### src/ttf_pkg.sv
`default_nettype none
package ttf_pkg;

   localparam int POSITION_BITS_DEF = 32;
   localparam int PosFieldW = 32;
   localparam int TexW = 20;
   localparam int EdgeW = 33;
   localparam int TexDW = 21;
   localparam int ProdW = 54;
   localparam int AccW = 55;
   localparam int MagW = 56;
   localparam int SqW = 60;
   localparam int RootW = 63;
   localparam int LenW = 32;
   localparam int RemW = 47;
   localparam int OutW = 16;
   localparam int QBits = 16;

   typedef struct packed {
      logic [2:0][EdgeW-1:0] e1;
      logic [2:0][EdgeW-1:0] e2;
      logic [TexDW-1:0] du1;
      logic [TexDW-1:0] dv1;
      logic [TexDW-1:0] du2;
      logic [TexDW-1:0] dv2;
   } job_type;

   typedef enum logic [9:0] {
      S_IDLE = 10'b0000000001,
      S_MUL  = 10'b0000000010,
      S_SIGN = 10'b0000000100,
      S_LOAD = 10'b0000001000,
      S_NORM = 10'b0000010000,
      S_SQ   = 10'b0000100000,
      S_SQRT = 10'b0001000000,
      S_DLD  = 10'b0010000000,
      S_DIV  = 10'b0100000000,
      S_DONE = 10'b1000000000
   } state_type;

endpackage
`default_nettype wire

### src/ttf_queue.sv
`default_nettype none
module ttf_queue import ttf_pkg::*; (
   input  wire logic    clock,
   input  wire logic    reset,
   input  wire logic    in_valid,
   output logic         in_ready,
   input  wire job_type in_job,
   output logic         out_valid,
   input  wire logic    out_ready,
   output job_type      out_job
);

   job_type mem_ff [2];
   logic wptr_ff, wptr_in, rptr_ff, rptr_in;
   logic [1:0] cnt_ff, cnt_in;
   logic push, pop;

   assign in_ready = (cnt_ff != 2'd2);
   assign out_valid = (cnt_ff != 2'd0);
   assign out_job = mem_ff[rptr_ff];
   assign push = in_valid && in_ready;
   assign pop = out_valid && out_ready;

   always_comb begin
      wptr_in = push ? ~wptr_ff : wptr_ff;
      rptr_in = pop ? ~rptr_ff : rptr_ff;
      cnt_in = cnt_ff + {1'b0, push} - {1'b0, pop};
   end

   always_ff @(posedge clock) begin
      if (reset) begin
         wptr_ff <= 1'b0;
         rptr_ff <= 1'b0;
         cnt_ff <= 2'd0;
      end else begin
         wptr_ff <= wptr_in;
         rptr_ff <= rptr_in;
         cnt_ff <= cnt_in;
      end
   end

   always_ff @(posedge clock) begin
      if (push) begin
         mem_ff[wptr_ff] <= in_job;
      end
   end

endmodule
`default_nettype wire

### config.mk
export PLATFORM = sky130hd
export DESIGN_NAME = ttf_queue
export DESIGN_NICKNAME = d
export VERILOG_FILES = /design/src/ttf_pkg.sv /design/src/ttf_queue.sv
export SDC_FILE = /design/constraint.sdc
export NUM_CORES = 1
export LEC_CHECK = 0
export BUFFER_PORTS_ARGS = -buffer_cell sky130_fd_sc_hd__buf_2
export CORE_MARGIN = 2
export CORE_UTILIZATION = 25
export DETAILED_ROUTE_END_ITERATION = 8
export PLACE_DENSITY = 0.47
export SLEW_MARGIN = 20
export SYNTH_ARGS = -nofsm -noshare
export SYNTH_HDL_FRONTEND = slang
export SYNTH_SLANG_ARGS = --single-unit
### constraint.sdc
create_clock -name clock -period 17.2 [get_ports clock]
set_clock_uncertainty 0.1 [all_clocks]
set_input_delay 0 -clock clock [delete_from_list [all_inputs] [get_ports clock]]
set_output_delay 0 -clock clock [all_outputs]
set_load 0.01 [all_outputs]
==> results.cfg <==
[pwr]
seqPwrFrac_pct = 44.6
vdd_drop_max_uv = 93.37
netSwitchingFraction_pct = 27.14
switching_power_w = 0.001092
p_leak_nw = 11.13
finalPower_w = 0.004023
p_int_w = 0.002931
power_frac_comb_pct = 23.1
power_density_nw_per_um2 = 133.7
pwr-share-clk_pct = 32.3

[route]
num_vias = 12027
wirelength_um = 51450
wire_per_inst_um = 17.25
first_pass_iters = 5
drtIter0Drc = 472
ant_nets = 0
drc_errors = 0
via_per_inst = 4.033

[cts]
clk_latency_ps = 570
postCtsResizedCells = 0
cts_buffers = 66
cts_buffer_depth = 3
clkTransAtPathRegs_ps = 60
postCtsSetupBuffers = 0
htreeDepth = 3
clkSinkCount = 569
cts_root_buffer = clkbuf_16
cts_tree = done

[layout]
drive_above_1_share_pct = 49.92
synthToLayoutAreaGrowth_pct = 45.00
num-nets-final = 2155

[logic_synthesis]
synthMuxAreaShare_pct = 15.35
synth_top_family_by_area = multiplexers
synthXorXnorAreaFrac_pct = 0.1266
ys_ff_latch = 569
ys_warn_count = 0
synthAdderAreaFrac_pct = 0.1206
synth_area_sq_um = 20760
yosysSeqAreaShare_pct = 82.08
synth_nets = 1189
synthSimpleGateAreaFrac_pct = 0.2592
synth_compound_area_share_pct = 0.03617
synthCells = 901
synth.avg_cell_area_sq_um = 23.04
synth_cell_types = 16

[placed_design]
hpwl_um = 33170
place_congestion = 0.7565
numPortBuffers = 569

[timing]
setup_tns_ps = 0
hold_viol_final = 0
rsz0062_at_grt = no
worst_hold_slack_ps = 48.46
slew-limit-headroom_pct = 27.41
tightest_slew_ps = 1089
post-route-period-util_pct = 22.65
maxSlewViolCount = 0
fin_crit_ps = 3896
setup_viol = 0
fmax_mhz = 256.7

[worst_setup_path]
cp_max_fo = 67
cp-start-kind = register
cp.required_ps = 17100
critPathCapture = out_job[42]
reg2reg_depth = 4
critPathArrivalTime_ps = 3800
r2r_start = cnt_ff[0]
rrSetupSlack_ps = 13700
reg2reg_to = mem_ff[1][9]
endpoint_kind = output port
crit_type = reg2out

[die]
die_x_um = 292.1
die_y_um = 292.1
die_area_sq_um = 85350
core_area_sq_um = 82110
start_util_pct = 25.28
pin_count = 570
rows = 105

[status]
status = completed

[worst_hold_path]
hold_path.startpoint = in_job[8]
hold_path.class = in2reg
hold_depth = 2

[global_route]
track_usage_pct = 11.66
grt_pass1_vias = 13141
grt_overflow_total = 0
antenna_found_initial = 3
grt_start_max_net_pins = 140
grt_pass1_wl_um = 76360

[run]
cap_violations = 0
==> metrics by stage <==
stage / instances / util, % / area, sq um / worst slack [ps]
5_1_grt: 2982 / 36.65 / 30100 / 13020
4_1_cts: 2980 / 36.64 / 30080 / 13170
6_report: 2982 / 36.65 / 30100 / 13300
2_1_floorplan: 901 / - / 20760 / 3847
3_5_place_dp: 2520 / 30.01 / 24640 / 13590
3_3_place_gp: 2520 / 30.01 / 24640 / 13670
==> cells in the mapped netlist <==
master      n  area share (%)
inv_1       1           0.018
or2_2       1           0.030
xnor2_1     2           0.084
buf_6       4            0.22
nand2b_1    1           0.030
ha_1        2            0.12
nor2_1      5           0.090
edfxtp_1  564              82
o21a_1      1           0.036
and3_1      1           0.030
nor2b_1     2           0.060
clkbuf_8   27             1.8
dfxtp_1     5            0.48
xor2_1      1           0.042
mux2_2    283              15
nand2_1     1           0.018
==> power groups by stage <==
stage,clock (W),combinational [W],sequential [W]
floorplan,0,0.000564,0.00188
global placement,0,0.000877,0.00182
detailed placement,0,0.000881,0.00183
CTS,0.00135,0.000951,0.00180
global route,0.00140,0.00100,0.00181
finish,0.00130,0.000928,0.00180
==> cells in the final DEF (no fill, tap or decap), drive strengths merged <==
| master | count |
|---|---|
| ha | 2 |
| nor2 | 5 |
| edfxtp | 564 |
| or2 | 1 |
| bufinv | 3 |
| diode | 1 |
| clkinvlp | 1 |
| clkinv | 24 |
| o21a | 1 |
| dfxtp | 5 |
| dlygate4sd3 | 349 |
| and3 | 1 |
| nand2b | 1 |
| clkbuf | 80 |
| buf | 580 |
| nor2b | 2 |
| nand2 | 1 |
| mux2 | 283 |
| xor2 | 1 |
| xnor2 | 2 |
| inv | 5 |
==> cell type report <==
class	count	area, sq um
Antenna cell	1	2.502
Sequential cell	569	17040
Tap cell	1070	1339
Inverter	1	3.754
Clock buffer	80	1725
Timing Repair Buffer	929	6436
Multi-Input combinational cell	300	3312
Fill cell	7770	52010
Clock inverter	32	237.7
==> worst max-delay path: stages (launching register included) <==
cell and delay (ps):
dfxtp_4 820, buf_4 850, buf_4 780, mux2_2 420, buf_2 150
==> kinds of logic (layout without fill, tap and decap cells) <==
family | Yosys count | after routing
adder cells (fa/ha/maj) | 2 | 2
multiplexers | 283 | 283
XOR/XNOR | 3 | 3
buffers and inverters | 32 | 1042
AND/OR/NAND/NOR | 11 | 11
other | 0 | 1
AO/OA/AOI/OAI | 1 | 1
flip-flops | 569 | 569
==> registers in the layout, summed over array words and instances, names as in the netlist, named ones only <==
name     cells
wptr_ff      1
rptr_ff      1
mem_ff     564
cnt_ff       2
==> timing repair <==
item,in CTS,in global routing
endpoints found under the setup margin,0,0
hold buffers,348,1
hold endpoints to repair,581,1
==> routing by layer <==
layer	GRT usage, %	part of all wire, %	vias up
li1	-	-	5538
met4	3.797	2.7	4
met1	13.09	39	5974
met5	0	0.054	-
met2	20.52	51	419
met3	4.148	7.4	92
==> worst min-delay path by stage <==
stage                           endpoint  slack, ps
after floorplan                cnt_ff[0]        -30
after global placement     mem_ff[0][25]         90
after detailed placement  mem_ff[0][166]         90
after CTS                  mem_ff[0][31]       0.02
after global routing      mem_ff[1][219]          8
final                       mem_ff[1][8]         50
Note: power is estimated with default switching activity, not from simulation.
