## src/ttf_pkg.sv

```systemverilog
`default_nettype none
package ttf_pkg;

   localparam int POSITION_BITS_DEF = 32;
   localparam int PosFieldW = 32;
   localparam int TexW = 20;
   localparam int EdgeW = 33;
   localparam int TexDW = 21;
   localparam int ProdW = 54;
   localparam int AccW = 55;
   localparam int MagW = 56;
   localparam int SqW = 60;
   localparam int RootW = 63;
   localparam int LenW = 32;
   localparam int RemW = 47;
   localparam int OutW = 16;
   localparam int QBits = 16;

   typedef struct packed {
      logic [2:0][EdgeW-1:0] e1;
      logic [2:0][EdgeW-1:0] e2;
      logic [TexDW-1:0] du1;
      logic [TexDW-1:0] dv1;
      logic [TexDW-1:0] du2;
      logic [TexDW-1:0] dv2;
   } job_type;

   typedef enum logic [9:0] {
      S_IDLE = 10'b0000000001,
      S_MUL  = 10'b0000000010,
      S_SIGN = 10'b0000000100,
      S_LOAD = 10'b0000001000,
      S_NORM = 10'b0000010000,
      S_SQ   = 10'b0000100000,
      S_SQRT = 10'b0001000000,
      S_DLD  = 10'b0010000000,
      S_DIV  = 10'b0100000000,
      S_DONE = 10'b1000000000
   } state_type;

endpackage
`default_nettype wire

```

## src/ttf_front.sv

```systemverilog
`default_nettype none
module ttf_front import ttf_pkg::*; #(
   parameter int POSITION_BITS = POSITION_BITS_DEF
) (
   input  wire logic         clock,
   input  wire logic         reset,
   input  wire logic         req_tvalid,
   output logic              req_tready,
   input  wire logic [135:0] req_tdata,
   output logic              job_valid,
   input  wire logic         job_ready,
   output job_type           job
);

   localparam int PosW = (POSITION_BITS < PosFieldW) ? POSITION_BITS : PosFieldW;
   localparam int Sh = PosFieldW - PosW;

   logic [1:0] slot_ff, slot_in;
   logic [2:0][PosFieldW-1:0] p0_ff, p1_ff;
   logic [TexW-1:0] u0_ff, v0_ff, u1_ff, v1_ff;
   logic [2:0][PosFieldW-1:0] pin, p0s, p1s, p2s;
   logic accept;

   function automatic logic [PosFieldW-1:0] sx(input logic [PosFieldW-1:0] v);
      logic [PosFieldW-1:0] t;
      t = v << Sh;
      return PosFieldW'($signed(t) >>> Sh);
   endfunction

   assign pin[0] = req_tdata[31:0];
   assign pin[1] = req_tdata[63:32];
   assign pin[2] = req_tdata[95:64];

   assign req_tready = (slot_ff != 2'd2) || job_ready;
   assign job_valid = req_tvalid && (slot_ff == 2'd2);
   assign accept = req_tvalid && req_tready;

   always_comb begin
      slot_in = slot_ff;
      if (accept) begin
         slot_in = (slot_ff == 2'd2) ? 2'd0 : slot_ff + 2'd1;
      end
   end

   always_ff @(posedge clock) begin
      if (reset) begin
         slot_ff <= 2'd0;
      end else begin
         slot_ff <= slot_in;
      end
   end

   always_ff @(posedge clock) begin
      if (accept && slot_ff == 2'd0) begin
         p0_ff <= pin;
         u0_ff <= req_tdata[115:96];
         v0_ff <= req_tdata[135:116];
      end
      if (accept && slot_ff == 2'd1) begin
         p1_ff <= pin;
         u1_ff <= req_tdata[115:96];
         v1_ff <= req_tdata[135:116];
      end
   end

   always_comb begin
      for (int i = 0; i < 3; i++) begin
         p0s[i] = sx(p0_ff[i]);
         p1s[i] = sx(p1_ff[i]);
         p2s[i] = sx(pin[i]);
         job.e1[i] = {p1s[i][31], p1s[i]} - {p0s[i][31], p0s[i]};
         job.e2[i] = {p2s[i][31], p2s[i]} - {p0s[i][31], p0s[i]};
      end
      job.du1 = {u1_ff[19], u1_ff} - {u0_ff[19], u0_ff};
      job.dv1 = {v1_ff[19], v1_ff} - {v0_ff[19], v0_ff};
      job.du2 = {req_tdata[115], req_tdata[115:96]} - {u0_ff[19], u0_ff};
      job.dv2 = {req_tdata[135], req_tdata[135:116]} - {v0_ff[19], v0_ff};
   end

endmodule
`default_nettype wire

```

## config.mk

```make
export PLATFORM = sky130hd
export DESIGN_NAME = ttf_front
export DESIGN_NICKNAME = d
export VERILOG_FILES = /design/src/ttf_pkg.sv /design/src/ttf_front.sv
export SDC_FILE = /design/constraint.sdc
export NUM_CORES = 1
export LEC_CHECK = 0
export ABC_AREA = 1
export BUFFER_PORTS_ARGS = -buffer_cell sky130_fd_sc_hd__buf_4
export CORE_MARGIN = 2
export CORE_UTILIZATION = 64
export DETAILED_ROUTE_END_ITERATION = 6
export PLACE_DENSITY = 0.9
export SLEW_MARGIN = 20
export SYNTH_ARGS = -nofsm -noshare
export SYNTH_HDL_FRONTEND = slang
export SYNTH_SLANG_ARGS = --single-unit
```

## constraint.sdc

```tcl
create_clock -name clock -period 33.3 [get_ports clock]
set_clock_uncertainty 0.1 [all_clocks]
set_input_delay 1.665 -clock clock [delete_from_list [all_inputs] [get_ports clock]]
set_output_delay 1.665 -clock clock [all_outputs]
set_load 0.01 [all_outputs]
```

==> summary.md, run 1 <==
| Metric | Value |
|---|---|
| Outcome | `finished clean` |
| Setup crit start kind | `primary input` |
| Arrival time of the worst setup path | `3.52 ns` |
| Setup_tns | `0 ns` |
| WP data required | `31.53 ns` |
| TritonCTS clock tree | `built` |
| Tmin final | `5.28 ns` |
| Number of global-route vias before repair | `27,800` |
| Clk root buf | `clkbuf_16` |
| DRT iter0 DRCs | `2,454` |
| Post-CTS Resized | `0` |
| Register area share after synthesis | `0.290` |
| Worst slew margin | `0.326` |
| Core footprint | `43,900 um^2` |
| Fillers | `3,546` |
| Peak supply drop | `44.4 uV` |
| R2R Path Start | `slot_ff[1]$_SDFFE_PP0P_` |
| GRT Total Usage | `0.366` |
| Multi-input gate area | `16,200 um^2` |
| Synth Register Bits | `274` |
| XOR/XNOR Fraction of Synth Area | `0.0412` |
| WS Path Type | `primary input to output pin` |
| Initial antenna violation count | `8` |
| CTS Buf Count | `28` |
| Hold WC Path Type | `register to register` |
| Drt first pass iters | `7` |
| Hold slack | `0.551 ns` |
| Worst flop-to-flop path endpoint | `p0_ff[42]$_DFFE_PP_` |
| Ports | `424` |
| Overall Power | `0.00133 W` |
| Tcrit/Tclk final | `0.159` |
| Hold_sp | `slot_ff[0]$_SDFFE_PP0P_` |
| Detailed placer's ending HPWL | `70,900 um` |
| Die X | `214 um` |
| Largest family of logic cells by synthesized area | `simple AND/OR/NAND/NOR gates` |
| Asr flop ratio synth | `0` |
| Register area | `8210 um^2` |
| Total Die Area | `45,900 um^2` |
| Crit-path max FO | `3` |
| Max-Cap Viols | `0` |
| Largest net degree at the start of global routing | `72` |
| WL per Instance | `15.5 um` |
| Final setup fails | `0` |
| Die H | `214 um` |
| R2r worst-path depth | `3` |
| Syn_nets | `4,889` |
| Syn Area/Cell | `6.33 um^2` |
| CP endpoint kind | `output pin` |
| Post-CTS setup buffers | `0` |
| Worst-Margin Slew | `1.01 ns` |
| CTS H-Tree Depth | `1` |
| Final Util | `0.755` |
| R2R setup slack | `30.46 ns` |
| CTS clk-pin slew, worst paths | `0.07 ns` |
| Unrepaired setup endpoints after global routing | `no` |
| Clock sink total | `274` |
| Power Density | `40.1 nW/um^2` |
| Row count | `77` |
| Fmax | `0.189 GHz` |
| Ys flop type | `edfxtp_1` |
| Mux contribution to synthesized area | `0` |
| Area growth syn-to-layout | `17.3%` |
| Starting Density | `0.644` |
| Layout Cells excl Fill | `5,542` |
| Final hold violations | `0` |
| Post-synthesis compound-gate area fraction | `0.0503` |
| Via Count | `29,200` |
| Most frequent cells in the layout | `1,744 x nand2_1, 1,034 x inv_1, 427 x buf_4` |
| Via/cell ratio | `5.26` |
| Hold Buf Count CTS | `0` |
| Buffers on Ports | `423` |
| Static leakage | `19.7 nW` |
| Post-Synth Adder-Cell Area | `0.127` |
| Ratio of cells with drive above 1 in the final layout | `0.113` |
| Distinct cell type count after synthesis | `29` |
| # DRC | `0` |
| Post-synthesis simple-gate area fraction | `0.353` |
| Post-synth EDFFs | `272` |
| Ys Warns | `0` |
| Final nets | `5,343` |
| Grt ovf | `0` |
| Worst hold path cell count | `2` |
| Final ANT Viol Nets | `0` |
| Later-pin clock latency in the skew report | `0.57 ns` |
| Synth Cell Area | `28,300 um^2` |
| Global placer's final weighted congestion | `0.977` |
| Post-Route WL | `86,000 um` |
| First-pass GRT wire length | `136,000 um` |
| DP Cell Count | `5,483` |
| CTS Buffer Depth | `3` |
| Final slew viol count | `0` |
| Hold EP | `slot_ff[0]$_SDFFE_PP0P_` |
| Synth Instances | `4,467` |
| Most common cell after layout, fill and taps aside | `nand2_1` |
[worst max-delay path, cell delays in order]
cell and delay, ns:
buf_4 0.09, inv_1 0.04, ha_1 0.22, fa_1 0.48, inv_1 0.14, nand2_1 0.06, nand2_1 0.08, nand3_1 0.08
nand2_2 0.15, nand2_2 0.06, nand2_2 0.10, nand2_1 0.07, nand2_1 0.06, nand2_1 0.05, nand2_1 0.06, buf_4 0.11
[state kept, by name, summed over array words and instances (netlist names)]
register / count
p0_ff: 96
p1_ff: 96
slot_ff: 2
u0_ff: 20
u1_ff: 20
v0_ff: 20
v1_ff: 20
[cell type report]
cell class              instances  share of cell area
repair buffers                427              0.0967
multi-input cells            3156               0.488
well taps                     592              0.0223
diodes                          7            0.000528
inverters                    1034               0.117
flip-flops and latches        274               0.248
clock inverters                20             0.00600
clock buffers                  32              0.0222
[synthesized netlist by cell type, types with 2 or more instances]
master    instances  area share
a21o_1            7      0.0019
a21oi_1         199       0.035
and2_1           12      0.0027
buf_6             2     0.00080
dfxtp_1           2      0.0014
edfxtp_1        272        0.29
fa_1             10      0.0071
ha_1            272        0.12
inv_1          1034        0.14
nand2_1        1744        0.23
nand2_2          71       0.016
nand2_4           3      0.0012
nand3_1         210       0.037
nand3_2           5      0.0018
nand3b_1          5      0.0013
nand4_1          40      0.0088
nor2_1          346       0.046
nor2_2            2     0.00044
nor3_1           26      0.0046
o211ai_2          4      0.0018
o21ai_0          51      0.0090
o21bai_1          6      0.0016
or2_1             7      0.0015
xnor2_1          21      0.0065
xor2_1          112       0.035
[logic make-up (layout without fill, tap and decap cells)]
family,count (synthesis),after routing
adders and majority gates,282,282
AOI/OAI and AO/OA,270,270
DFF,274,274
other,0,7
xor gates and xnor gates,133,133
buffers and inverters,1037,1513
and+or+nand+nor,2471,2471
[per-layer routing]
layer	vias to the layer above	GRT usage	wire [um]
met4	2	0.187	4890
met2	1322	0.634	40100
met1	13000	0.445	33600
met5	-	0	8
met3	243	0.0504	7470
li1	14600	-	-
[power breakdown]
group | internal, W | leakage (nW) | total, W | switching [W]
Sequential | 0.000403 | 2.56 | 0.000409 | 0.00000652
Combinational | 0.000228 | 16.7 | 0.000594 | 0.000366
Clock | 0.000183 | 0.448 | 0.000327 | 0.000143
Total | 0.000814 | 19.7 | 0.00133 | 0.000516
[how the worst max path moves through the flow]
stage / start / end / slack (ns) / depth (start not counted)
floorplan: req_tvalid / slot_ff[1]$_SDFFE_PP0P_ / 21.17 / 4
global placement: req_tdata[32] / job[145] / 28.10 / 16
detailed placement: req_tdata[64] / job[174] / 28.07 / 16
CTS: req_tdata[64] / job[174] / 28.07 / 16
global route: req_tdata[32] / job[137] / 27.87 / 16
finish: req_tdata[32] / job[145] / 28.02 / 16
[through the flow]
step	instance area (um^2)	setup slack (ns)
after floorplan	28300	21.17
after global placement	32200	28.10
after detailed placement	32200	28.07
after CTS	33100	28.07
after global routing	33200	27.87
final	33200	28.02
Note: power is estimated with default switching activity, not from simulation.
==> inputs of run 2 (changes only) <==
--- a/config.mk
+++ b/config.mk
@@ -5,12 +5,12 @@
 export SDC_FILE = /design/constraint.sdc
 export NUM_CORES = 1
 export LEC_CHECK = 0
-export ABC_AREA = 1
+export ABC_AREA = 0
 export BUFFER_PORTS_ARGS = -buffer_cell sky130_fd_sc_hd__buf_4
 export CORE_MARGIN = 2
-export CORE_UTILIZATION = 64
+export CORE_UTILIZATION = 57
 export DETAILED_ROUTE_END_ITERATION = 6
-export PLACE_DENSITY = 0.9
+export PLACE_DENSITY = 0.84
 export SLEW_MARGIN = 20
 export SYNTH_ARGS = -nofsm -noshare
 export SYNTH_HDL_FRONTEND = slang
==> constraint.sdc (replaced) <==
create_clock -name clock -period 5.5 [get_ports clock]
set_clock_uncertainty 0.1 [all_clocks]
set_input_delay 0.275 -clock clock [delete_from_list [all_inputs] [get_ports clock]]
set_output_delay 0.275 -clock clock [all_outputs]
set_load 0.01 [all_outputs]
==> run 2 against run 1 <==
Net effect: sequential share of layout area is 4.7 points higher; flip-flop and latch count stayed put; critical path type is now register to output pin; highest routed layer is now met4; hold slack worse by 0.24 ns.
==> summary.md, run 2 <==
| Metric | Value |
|---|---|
| Outcome | `finished clean (unchanged)` |
| Row count | `71 (was 77)` |
| Ports | `424 (unchanged)` |
| Final setup fails | `0 (unchanged)` |
| Final slew viol count | `0 (unchanged)` |
| Largest net degree at the start of global routing | `137 (was 72)` |
| Most area-hungry cell type in the Yosys netlist | `edfxtp_1 (unchanged)` |
| Total Die Area | `39,600 um^2 (was 45,900 um^2)` |
| Arrival time of the worst setup path | `3.98 ns (was 3.52 ns)` |
| Later-pin clock latency in the skew report | `0.59 ns (was 0.57 ns)` |
| Starting Density | `0.576 (was 0.644)` |
| Final ANT Viol Nets | `0 (unchanged)` |
| CTS Buf Count | `31 (was 28)` |
| Largest family of logic cells by synthesized area | `compound AO/OA/AOI/OAI gates (was simple AND/OR/NAND/NOR gates)` |
| CTS H-Tree Depth | `1 (unchanged)` |
| Die X | `199 um (was 214 um)` |
| Hold WC Path Type | `primary input to register (was register to register)` |
| Via/cell ratio | `5.80 (was 5.26)` |
| Asr flop ratio synth | `0 (unchanged)` |
| Ys Warns | `0 (unchanged)` |
| Post-Route WL | `62,600 um (was 86,000 um)` |
| Worst-Margin Slew | `0.873 ns (was 1.01 ns)` |
| Registers with the highest flip-flop counts | `p0_ff x96, p1_ff x96 (unchanged)` |
| Setup crit start kind | `register (was primary input)` |
| Crit-path max FO | `3 (unchanged)` |
| Number of global-route vias before repair | `18,900 (was 27,800)` |
| Clk root buf | `clkbuf_16 (unchanged)` |
| CTS Buffer Depth | `3 (unchanged)` |
| Post-synthesis compound-gate area fraction | `0.203 (was 0.0503)` |
| Yosys top cell area share | `0.377 (was 0.289)` |
| Core footprint | `37,600 um^2 (was 43,900 um^2)` |
| First-pass GRT wire length | `95,800 um (was 136,000 um)` |
| Detailed placer's ending HPWL | `47,200 um (was 70,900 um)` |
| Buffers on Ports | `423 (unchanged)` |
| Area after DPL | `25,400 um^2 (was 32,200 um^2)` |
| Slowest cell on the critical path | `edfxtp_1 (was fa_1)` |
| Unrepaired setup endpoints after global routing | `no (unchanged)` |
| Dominant cells by area after synthesis | `edfxtp_1 38%, ha_1 16%, xnor2_1 5.6% (was edfxtp_1 29%, nand2_1 23%, inv_1 14%)` |
| CP peak stage delay | `0.42 ns (was 0.48 ns)` |
| Ys flop type | `edfxtp_1 (unchanged)` |
| Crit path cell chain | `ha_1 -> fa_1 -> nand2b_1 -> a21oi_1 -> o21ai_1 -> o21ai_0 -> a31oi_1 -> o21ai_1 -> a21oi_1 -> o21ai_1 -> xor2_1 -> buf_4 (was buf_4 -> inv_1 -> ha_1 -> fa_1 -> inv_1 -> nand2_1 -> nand2_1 -> nand3_1 -> nand2_2 -> nand2_2 -> nand2_2 -> nand2_1 -> nand2_1 -> nand2_1 -> nand2_1 -> buf_4)` |
| Max-Cap Viols | `0 (unchanged)` |
| CP endpoint kind | `output pin (unchanged)` |
| Post-synth EDFFs | `272 (unchanged)` |
| Synth Cell Area | `21,700 um^2 (was 28,300 um^2)` |
| WL per Instance | `18.6 um (was 15.5 um)` |
| Distinct cell type count after synthesis | `69 (was 29)` |
| Area growth syn-to-layout | `28.7% (was 17.3%)` |
| WP data required | `5.12 ns (was 31.53 ns)` |
| Most frequent cells in the layout | `426 x buf_4, 272 x ha_1, 272 x edfxtp_1 (was 1,744 x nand2_1, 1,034 x inv_1, 427 x buf_4)` |
| Top cells by instance count after synthesis | `272 x edfxtp_1, 272 x ha_1, 234 x inv_1, 205 x a21oi_1, 154 x nor2_1 (was 1,744 x nand2_1, 1,034 x inv_1, 346 x nor2_1, 272 x edfxtp_1, 272 x ha_1)` |
| Top delay family on crit path | `compound AO/OA/AOI/OAI gates (was simple AND/OR/NAND/NOR gates)` |
| Layout Cells excl Fill | `3,359 (was 5,542)` |
| Final nets | `3,238 (was 5,343)` |
| Post-synthesis simple-gate area fraction | `0.119 (was 0.353)` |
| Synth Register Bits | `274 (unchanged)` |
| DRT iter0 DRCs | `1,235 (was 2,454)` |
| Die H | `199 um (was 214 um)` |
| Tmin final | `4.36 ns` |
| Ratio of cells with drive above 1 in the final layout | `0.178 (was 0.113)` |
| Power Density | `275 nW/um^2 (was 40.1 nW/um^2)` |
| Syn Area/Cell | `9.65 um^2 (was 6.33 um^2)` |
| Most used cell along the critical path | `o21ai_1 (was nand2_1)` |
| Post-Synth Adder-Cell Area | `0.166 (was 0.127)` |
| Via Count | `19,500 (was 29,200)` |
| Overall Power | `0.00766 W (was 0.00133 W)` |
| Peak supply drop | `258 uV (was 44.4 uV)` |
| XOR/XNOR Fraction of Synth Area | `0.0865 (was 0.0412)` |
| CTS clk-pin slew, worst paths | `0.06 ns (was 0.07 ns)` |
| Post-CTS setup buffers | `0 (unchanged)` |
| Mux contribution to synthesized area | `0.000924 (was 0)` |
| # DRC | `0 (unchanged)` |
| Final hold violations | `0 (unchanged)` |
| DP Cell Count | `3,155 (was 5,483)` |
| Hold slack | `0.314 ns (was 0.551 ns)` |
| Synth Instances | `2,244 (was 4,467)` |
| Drt first pass iters | `6 (was 7)` |
| Syn_nets | `2,666 (was 4,889)` |
| Setup_tns | `0 ns (unchanged)` |
| Initial antenna violation count | `7 (was 8)` |
| Grt ovf | `0 (unchanged)` |
| GRT Total Usage | `0.304 (was 0.366)` |
| Most common cell after layout, fill and taps aside | `buf_4 (was nand2_1)` |
| Register area share after synthesis | `0.379 (was 0.290)` |
| Buf+Inv Stages, Crit Path | `1 (was 4)` |
| Fmax | `0.230 GHz` |
| Clock sink total | `274 (unchanged)` |
| Static leakage | `12.7 nW (was 19.7 nW)` |
| Global placer's final weighted congestion | `0.948 (was 0.977)` |
| Worst slew margin | `0.418 (was 0.326)` |
| Tcrit/Tclk final | `0.792` |
| WS Path Type | `register to output pin (was primary input to output pin)` |
| Post-Layout Inst Area | `27,900 um^2 (was 33,200 um^2)` |
| TritonCTS clock tree | `built (unchanged)` |
## run 2: changes by cell type after synthesis, sizes merged, moves of 37 or more
cell	previous run	this run
a21o	7	86
inv	1034	234
nand2	1818	128
nand3	215	51
nor2	348	154
nor2b	0	42
o21a	1	52
o21ai	51	122
xnor2	21	139
xor2	112	75
## run 2: final cells by class
type	count	area [um^2]
repair buffers	566	4610
clock inverters	16	169
well taps	511	639
flip-flops and latches	274	8210
clock buffers	42	867
multi-input cells	1709	12500
fillers	2638	9700
diodes	7	17.5
inverters	234	878
## run 2: kinds of logic after synthesis
kind of cell / count (synthesis)
AO/OA/AOI/OAI: 677
adder cells (fa/ha/maj): 282
buffers and inverters: 261
AND/OR/NAND/NOR: 534
flip-flops: 274
XOR/XNOR: 214
multiplexers: 2
## run 2: what timing repair did
action | CTS | global route
hold buffers | 139 | 0
gates resized for setup | 0 | 0
hold endpoints to repair | 274 | 0
## run 2: metrics by stage
step,setup slack (ns),util
after global placement,2.01,0.677
after global routing,0.926,0.742
after detailed placement,1.83,0.677
after CTS,1.21,0.741
after floorplan,0.901,-
final,1.14,0.742
## run 2: routing by layer
layer	GRT usage	vias to the layer above	wire length, um
li1	-	9387	-
met2	0.529	756	30400
met5	0	-	0
met1	0.370	9168	25100
met3	0.0410	181	4030
met4	0.150	0	3050
## run 2: worst register-to-register path, stage by stage (launching register included)
cell	delay [ns]
dfxtp_1	0.38
nor3_4	0.22
buf_4	0.66
buf_4	0.75
## run 2: final timing paths
kind / end / start / slack, ns / cells after the start
worst min register to register: slot_ff[0]$_SDFFE_PP0P_ / slot_ff[0]$_SDFFE_PP0P_ / 0.51 / 2
worst max register to register: p0_ff[26]$_DFFE_PP_ / slot_ff[1]$_SDFFE_PP0P_ / 2.98 / 3
worst max-delay path: job[180] / p0_ff[64]$_DFFE_PP_ / 1.14 / 12
worst min-delay path: slot_ff[0]$_SDFFE_PP0P_ / reset / 0.31 / 3
## run 2: power breakdown
| part | switching, W | internal (W) | total [W] |
|---|---|---|---|
| Sequential | 0.0000352 | 0.00243 | 0.00247 |
| Clock | 0.000864 | 0.00124 | 0.00211 |
| Combinational | 0.00168 | 0.00140 | 0.00308 |
==> inputs of run 3 (changes only) <==
--- a/config.mk
+++ b/config.mk
@@ -5,12 +5,12 @@
 export SDC_FILE = /design/constraint.sdc
 export NUM_CORES = 1
 export LEC_CHECK = 0
-export ABC_AREA = 0
+export ABC_AREA = 1
 export BUFFER_PORTS_ARGS = -buffer_cell sky130_fd_sc_hd__buf_4
 export CORE_MARGIN = 2
-export CORE_UTILIZATION = 57
+export CORE_UTILIZATION = 54
 export DETAILED_ROUTE_END_ITERATION = 6
-export PLACE_DENSITY = 0.84
+export PLACE_DENSITY = 0.81
 export SLEW_MARGIN = 20
 export SYNTH_ARGS = -nofsm -noshare
 export SYNTH_HDL_FRONTEND = slang
==> constraint.sdc (replaced) <==
create_clock -name clock -period 3.57 [get_ports clock]
set_clock_uncertainty 0.1 [all_clocks]
set_input_delay 0.1785 -clock clock [delete_from_list [all_inputs] [get_ports clock]]
set_output_delay 0.1785 -clock clock [all_outputs]
set_load 0.01 [all_outputs]
==> run 3 against run 2 <==
Net effect: combinational power up 85%; global-route usage up 1.3 points; total power up 64%; register-to-register slack worse by 1.3 ns; hold slack worse by 0.077 ns; cell area up 25%; final cell count up 72%; wire length up 40%; clock power up 45%; sequential power up 54%; die area up 37%; critical endpoint is now job[112].
==> summary.md, run 3 (synthesis gave the netlist of run 1 again) <==
| Metric | Value |
|---|---|
| Met3 GRT Util | `0.0336 (was 0.0410)` |
| Buffers on Ports | `423 (unchanged)` |
| Area growth syn-to-layout | `22.9% (was 28.7%)` |
| Worst flop-to-flop path endpoint | `p0_ff[70]$_DFFE_PP_ (was p0_ff[26]$_DFFE_PP_)` |
| Unrepaired setup endpoints after global routing | `no (unchanged)` |
| Post-Route WL | `87,700 um (was 62,600 um)` |
| Static leakage | `20.3 nW (was 12.7 nW)` |
| Final hold violations | `0 (unchanged)` |
| Core footprint | `51,500 um^2 (was 37,600 um^2)` |
| Worst hold path cell count | `2 (was 3)` |
| Overall Power | `0.0126 W (was 0.00766 W)` |
| Crit-path max FO | `3 (unchanged)` |
| CTS clk-pin slew, worst paths | `0.06 ns (about the same)` |
| First-pass GRT wire length | `136,000 um (was 95,800 um)` |
| Via Count | `29,100 (was 19,500)` |
| R2r worst-path depth | `2 (was 3)` |
| Met1 Usage GRT | `0.398 (was 0.370)` |
| Ports | `424 (unchanged)` |
| Dpl ws | `1.19 ns (was 1.83 ns)` |
| Starting Density | `0.549 (was 0.576)` |
| Registers with the highest flip-flop counts | `p0_ff x96, p1_ff x96 (unchanged)` |
| Total Die Area | `54,200 um^2 (was 39,600 um^2)` |
| Die H | `233 um (was 199 um)` |
| Arrival time of the worst setup path | `2.72 ns (was 3.98 ns)` |
| GRT Total Usage | `0.316 (was 0.304)` |
| Power Density | `361 nW/um^2 (was 275 nW/um^2)` |
| Grt ovf | `0 (unchanged)` |
| Number of global-route vias before repair | `27,400 (was 18,900)` |
| Outcome | `finished clean (unchanged)` |
| Worst-Margin Slew | `0.601 ns (was 0.873 ns)` |
| DRT iter0 DRCs | `2,073 (was 1,235)` |
| TritonCTS clock tree | `built (unchanged)` |
| Final ANT Viol Nets | `0 (unchanged)` |
| WP data required | `3.29 ns (was 5.12 ns)` |
| Tmin final | `3.00 ns` |
| R2R Path Start | `slot_ff[1]$_SDFFE_PP0P_ (unchanged)` |
| CTS Buffer Depth | `3 (unchanged)` |
| Row count | `83 (was 71)` |
| Clock sink total | `274 (unchanged)` |
| CTS H-Tree Depth | `1 (unchanged)` |
| Detailed placer's ending HPWL | `72,000 um (was 47,200 um)` |
| Most Crowded Layer GR | `met2 (unchanged)` |
| Setup crit start kind | `register (unchanged)` |
| WL per Instance | `15.2 um (was 18.6 um)` |
| Die X | `233 um (was 199 um)` |
| Clk root buf | `clkbuf_16 (unchanged)` |
| Drt first pass iters | `5 (was 6)` |
| Tcrit/Tclk final | `0.840` |
| Largest net degree at the start of global routing | `97 (was 137)` |
| Worst slew margin | `0.599 (was 0.418)` |
| Final Util | `0.675 (was 0.742)` |
| Initial antenna violation count | `9 (was 7)` |
| Most common cell after layout, fill and taps aside | `nand2_1 (was buf_4)` |
| Final nets | `5,485 (was 3,238)` |
| Max-Cap Viols | `0 (unchanged)` |
| Peak supply drop | `320 uV (was 258 uV)` |
| Register area | `8210 um^2 (about the same)` |
| Ratio of cells with drive above 1 in the final layout | `0.112 (was 0.178)` |
| Hold_sp | `req_tdata[116] (was reset)` |
| # DRC | `0 (unchanged)` |
| Final setup margin | `0.571 ns (was 1.14 ns)` |
| R2R setup slack | `1.69 ns (was 2.98 ns)` |
| Most frequent cells in the layout | `1,744 x nand2_1, 1,033 x inv_1, 426 x buf_4 (was 426 x buf_4, 272 x ha_1, 272 x edfxtp_1)` |
| WS Path Type | `register to output pin (unchanged)` |
| Hold WC Path Type | `primary input to register (unchanged)` |
| CP endpoint kind | `output pin (unchanged)` |
| GR Util met2 | `0.541 (was 0.529)` |
| Fmax | `0.333 GHz` |
| Final slew viol count | `0 (unchanged)` |
| Final setup fails | `0 (unchanged)` |
| Post-Layout Inst Area | `34,800 um^2 (was 27,900 um^2)` |
| Post-CTS setup buffers | `0 (unchanged)` |
| CTS Buf Count | `29 (was 31)` |
| Multi-input gate area | `16,200 um^2 (was 12,500 um^2)` |
| Hold EP | `v1_ff[0]$_DFFE_PP_ (was slot_ff[0]$_SDFFE_PP0P_)` |
| Later-pin clock latency in the skew report | `0.56 ns (was 0.59 ns)` |
| Area after DPL | `32,400 um^2 (was 25,400 um^2)` |
| Fillers | `4,624 (was 2,638)` |
| Via/cell ratio | `5.04 (was 5.80)` |
| Global placer's final weighted congestion | `1.00 (was 0.948)` |
-- run 3: cell types whose count changed in the layout (fill, tap and decap cells not counted), moves of 37 or more --
cell | before | now
a21o_1 | 85 | 7
inv_1 | 234 | 1033
nand2_1 | 128 | 1744
nand2_2 | 0 | 71
nand3_1 | 51 | 210
nor2_1 | 153 | 346
nor2b_1 | 42 | 0
o21a_1 | 52 | 1
o21ai_0 | 113 | 51
xnor2_1 | 139 | 21
xor2_1 | 75 | 112
-- run 3: how the worst max path moves through the flow --
stage	from	cells after the start	end
finish	p0_ff[0]$_DFFE_PP_	14	job[112]
global placement	p0_ff[0]$_DFFE_PP_	14	job[112]
CTS	p0_ff[0]$_DFFE_PP_	14	job[112]
detailed placement	p0_ff[0]$_DFFE_PP_	14	job[112]
floorplan	slot_ff[1]$_SDFFE_PP0P_	1	p1_ff[0]$_DFFE_PP_
global route	p0_ff[32]$_DFFE_PP_	14	job[137]
-- run 3: per-stage QoR --
step	std cells	hold slack, ns	TNS, ns
3_5_place_dp	5573	0.275	0
2_1_floorplan	4467	0.177	-161.98
6_report	5775	0.237	0
3_3_place_gp	5573	0.273	0
5_1_grt	5775	0.234	0
4_1_cts	5766	0.222	0
-- run 3: area by class of cell --
type | instances | share of cell area
Multi-Input combinational cell | 3156 | 0.466
Clock buffer | 34 | 0.0220
Sequential cell | 274 | 0.236
Inverter | 1034 | 0.112
Tap cell | 680 | 0.0245
Clock inverter | 20 | 0.00554
Antenna cell | 9 | 0.000648
Timing Repair Buffer | 568 | 0.134
-- run 3: metal layers --
layer	routed length, um	share of wire
met1	37300	0.43
met2	40700	0.46
met3	5230	0.060
met4	4470	0.051
met5	0	0
-- run 3: critical path: stages (launching register included) --
cell,delay [ns]
edfxtp_1,0.40
ha_1,0.25
fa_1,0.49
inv_1,0.14
nand2_1,0.06
nand2_1,0.07
nand3_1,0.08
nand2_2,0.12
nand2_2,0.06
nand2_2,0.12
nand2_1,0.08
nand2_1,0.06
nand2_1,0.04
nand2_1,0.05
buf_4,0.11
-- run 3: report_power, final --
group          leakage (nW)  internal (W)  switching [W]
combinational          17.3       0.00223        0.00346
clock                 0.457       0.00170        0.00136
sequential             2.56       0.00376      0.0000575
total                  20.3       0.00769        0.00487
-- run 3: timing repair --
action,4_1_cts,5_1_grt
hold buffers,139,0
hold endpoints to repair,274,0
gates resized for setup,0,0
